[config.mk]
export PLATFORM = sky130hd
export DESIGN_NAME = lvsm_queue
export DESIGN_NICKNAME = d
export VERILOG_FILES = /design/src/rtl/core/lvsm_pkg.sv /design/src/rtl/core/lvsm_queue.sv
export SDC_FILE = /design/constraint.sdc
export NUM_CORES = 1
export LEC_CHECK = 0
export BUFFER_PORTS_ARGS = -buffer_cell sky130_fd_sc_hd__buf_2
export CAP_MARGIN = 25
export CORE_MARGIN = 2
export CORE_UTILIZATION = 40
export DETAILED_ROUTE_END_ITERATION = 8
export SLEW_MARGIN = 10
export SYNTH_ARGS = -nofsm -noshare
export SYNTH_HDL_FRONTEND = slang
export SYNTH_SLANG_ARGS = --single-unit
[constraint.sdc]
create_clock -name clock -period 11.56 [get_ports clock]
set_input_delay 0.578 -clock clock [delete_from_list [all_inputs] [get_ports clock]]
set_output_delay 0.578 -clock clock [all_outputs]
set_load 0.05 [all_outputs]
[src/rtl/core/lvsm_pkg.sv]
`timescale 1ns / 1ps
package lvsm_pkg;
   localparam logic [1:0] FUNC_STORE = 2'd0;
   localparam logic [1:0] FUNC_START = 2'd1;
   localparam logic [1:0] FUNC_TICK  = 2'd2;

   localparam int SAMPLE_W = 16;
   localparam int LEN_W    = 17;
   localparam int COUNT_W  = 4;
   localparam logic [COUNT_W-1:0] COUNT_MAX = 4'd15;

   // One classified word handed from the front to the back.
   typedef struct packed {
      logic [1:0]          func;
      logic [15:0]         frame_addr;
      logic [SAMPLE_W-1:0] left_in;
      logic [SAMPLE_W-1:0] right_in;
      logic [LEN_W-1:0]    voice_length;
      logic                loop_enable;
   } cmd_type;

   typedef struct packed {
      logic [SAMPLE_W-1:0] mix_left;
      logic [SAMPLE_W-1:0] mix_right;
      logic [COUNT_W-1:0]  active_voices;
      logic                status;
   } rsp_type;
endpackage

[src/rtl/core/lvsm_queue.sv]
`timescale 1ns / 1ps
module lvsm_queue (
   input  logic               clock,
   input  logic               reset,
   input  logic               wr_valid,
   output logic               wr_ready,
   input  lvsm_pkg::cmd_type  wr_data,
   output logic               rd_valid,
   input  logic               rd_ready,
   output lvsm_pkg::cmd_type  rd_data
);
   // Two-entry queue between front and back.
   lvsm_pkg::cmd_type mem_ff [2];
   logic       wp_ff, wp_in, rp_ff, rp_in;
   logic [1:0] cnt_ff, cnt_in;
   logic       wr_go, rd_go;

   assign wr_ready = (cnt_ff != 2'd2);
   assign rd_valid = (cnt_ff != 2'd0);
   assign rd_data  = mem_ff[rp_ff];
   assign wr_go    = wr_valid && wr_ready;
   assign rd_go    = rd_valid && rd_ready;

   always_comb begin
      wp_in  = wr_go ? ~wp_ff : wp_ff;
      rp_in  = rd_go ? ~rp_ff : rp_ff;
      cnt_in = cnt_ff + {1'b0, wr_go} - {1'b0, rd_go};
   end

   always_ff @(posedge clock) begin
      if (reset) begin
         wp_ff  <= 1'b0;
         rp_ff  <= 1'b0;
         cnt_ff <= 2'd0;
      end else begin
         wp_ff  <= wp_in;
         rp_ff  <= rp_in;
         cnt_ff <= cnt_in;
      end
      if (wr_go) mem_ff[wp_ff] <= wr_data;
   end
endmodule

==> run metrics <==
total clock buffers created by CTS 17; floorplan die area 13990 sq um; Post-Synthesis Cell Area around 5200 sq um; count of unique library cells instantiated by Yosys 18; die boundary height approximately 120 um; flop-to-flop setup slack ~9.4 ns; most frequent cells after synthesis sky130_fd_sc_hd__edfxtp_1, sky130_fd_sc_hd__mux2_2, sky130_fd_sc_hd__mux2_4; Static Leakage 2.538 nW; Layout Skew 0.006633 ns; Synth Area in Compound Gates 0.001437; arrival time reported for the critical path endpoint 1.98 ns; count of buffers inserted at the top-level ports 141; FP Rows slightly above 40; top flip-flop cell by instance count after synthesis sky130_fd_sc_hd__edfxtp_1; Worst setup EP type output port; worst-case hold path end point mem_ff[0][56]$_DFFE_PP_; multiplexer area fraction after synthesis 0.1631; Worst Reg2Reg Path Length in Cells 4; number of violations of the max-capacitance limit 0; largest family of logic cells by synthesized area multiplexers; Hold Crit Class input pin to flip-flop; iteration count of the initial detailed-routing pass 4; DR WL/cell between 15 and 20 um; number of setup violations in the final report 0; data required time at the worst endpoint 10.98 ns; RSZ-0062 raised after global routing no; synthesis warning total 0; part of the power in combinational logic 0.321; number of vias per cell after detailed routing roughly 4.6; maximum ir drop on the vdd rail approximately 0.00012 V; sequential fraction of design power 0.396; syn nets 310; fraction of registers with async set/reset 0; Root Buffer Master sky130_fd_sc_hd__clkbuf_16; xor-xnor portion of the synthesized cell area 0.005029; destination of the worst register-to-register timing path mem_ff[0][60]$_DFFE_PP_; post-synthesis sequential element count about 140; kind of critical path flip-flop to output port; number of DRC violations after detailed-routing iteration 0 94; type of origin of the critical path flip-flop; fraction of the mapped netlist area in simple logic gates 0.01030; Tcrit/Tclk final 0.2215; most area-consuming cells after synthesis sky130_fd_sc_hd__edfxtp_1, sky130_fd_sc_hd__mux2_2, sky130_fd_sc_hd__mux2_4; TritonCTS clock tree done; critical path peak fanout 39; initial antenna violation count 0; Power, Total roughly 1.7 mW; Final min period approximately 2.6 ns; PwrDens ~260 nW/um^2; hold path cells 1; number of cells after detailed placement 542; cell with the most instances after synthesis sky130_fd_sc_hd__edfxtp_1; Switching Fraction 0.3519; DRT antenna net count 0; Worst Hold Slack between 0.3 and 0.4 ns; starting utilization of the core area 0.4124; Internal Power approximately 1.1 mW; Die X-Extent approximately 120 um; wire length of the first global-routing pass 14030 um; maximum clock rate slightly below 400 MHz; fraction of power consumed by the clock network 0.284; vias after detailed routing about 2.6k; Worst-Margin Slew approximately 0.98 ns; estimated wirelength of the detail-placed design approximately 5400 um; CORE AREA about 13000 sq um; post-synth top area cell sky130_fd_sc_hd__edfxtp_1; source-to-sink clock delay at the later pin of the worst-skew pair 0.41 ns; maximum number of pins on one net before global-route repair approximately 70; post-route core utilization 0.5255; Clk pin slew, worst setup/hold paths around 0.06 ns; number of pins with negative max-slew slack in the final report 0; GP Congestion 0.6620; share of Yosys cell area claimed by the top area cell type 0.7816; count of antenna diodes in the layout 0; Synth Area in Adders 0.004789; via count of the first global-routing pass 2853; status complete, no violations; sequential fraction of the synthesis area 0.8008; slew margin rel. 0.3498; Routed WL approximately 8700 um; Clock H-tree levels 4; number of hold-slack violations in the final timing report 0; count of buffers added by post-CTS timing repair for setup 0; fraction of layout cells with a size suffix above 1 0.6055; origin of the critical flop-to-flop path cnt_ff[0]$_SDFF_PP0_; Area Overhead vs Synth 27.44%; count of clock tree sinks 141; synthesized area divided by synthesized cell count about 22 sq um; HP Start wr_data[56]; CTS max path bufs 2; final net count ~460; number of flops mapped to enable cells by yosys between 100 and 150; Gate Count Post-Synth roughly 240; count of placed standard cells in the final layout, fillers left out approximately 580; setup TNS 0 ns; ports placed on the boundary approximately 140; net switching power figure about 600 uW; Overflow after GRT 0; CTS resizes 0; Residual DRC 0; total global routing track utilization 0.1341; hold-fix buffers at CTS 0
## power by group through the flow
stage          Combinational (mW)  Clock (mW)  Sequential (mW)
2_1_floorplan               0.464           0            0.671
3_3_place_gp                0.530           0            0.704
3_5_place_dp                0.532           0            0.707
4_1_cts                     0.534       0.496            0.698
5_1_grt                     0.575       0.518            0.685
6_report                    0.547       0.484            0.676
## sequential cells by signal (all words and copies together) (netlist names), named ones only
signal	count
cnt_ff	2
mem_ff	136
rp_ff	1
wp_ff	1
## layout by cell type, fill, tap and decap left out, drive strengths merged, types with 2 or more instances in the layout
cell type / count
dfxtp: 5
buf: 143
ha: 2
mux2: 69
clkinv: 7
clkbuf: 24
nor2b: 2
edfxtp: 136
nor2: 5
xnor2: 2
## final cells by class
type | instances | area, sq um
inverter | 1 | 3.754
sequential | 141 | 4188
timing repair buffer | 143 | 733.2
tap | 172 | 215.2
fill | 1057 | 6012
multi-input combinational | 86 | 977.2
clock inverter | 8 | 40.04
clock buffer | 24 | 501.7
## how the worst max path moves through the flow
stage / start / to / slack [ns] / depth (start not counted)
2_1_floorplan: cnt_ff[0]$_SDFF_PP0_ / mem_ff[0][0]$_DFFE_PP_ / 7.21 / 3
3_3_place_gp: wr_valid / mem_ff[0][32]$_DFFE_PP_ / 9.18 / 4
3_5_place_dp: wr_valid / mem_ff[0][54]$_DFFE_PP_ / 9.14 / 4
4_1_cts: flip-flop / rd_data[5] / 8.80 / 2
5_1_grt: flip-flop / rd_data[5] / 8.88 / 3
6_report: flip-flop / rd_data[5] / 9.00 / 3
## stage by stage
stage | cell area (sq um) | worst slack [ns]
global placement | 6097 | 9.179
CTS | 6639 | 8.798
floorplan | 5225 | 7.212
global route | 6659 | 8.883
detailed placement | 6097 | 9.142
finish | 6659 | 8.999
## worst max-delay path, stage by stage, from the launching register on
cell and delay (ns):
sky130_fd_sc_hd__dfxtp_4 0.65, sky130_fd_sc_hd__buf_12 0.31, sky130_fd_sc_hd__mux2_2 0.38, sky130_fd_sc_hd__buf_2 0.21
## cell families (layout without fill, tap and decap cells)
kind of cell	Yosys count	after routing
XOR/XNOR	3	3
flip-flops	141	141
multiplexers	69	69
AO/OA/AOI/OAI	1	1
adder cells (fa/ha/maj)	2	2
AND/OR/NAND/NOR	11	11
buffers and inverters	9	176
## layer usage
metal / GRT usage / wire length (um)
met1: 0.1507 / 3541
met2: 0.2236 / 4398
met3: 0.04971 / 615
met4: 0.06777 / 173
met5: 0 / 0
No activity file was read; power rests on OpenSTA's default activity.
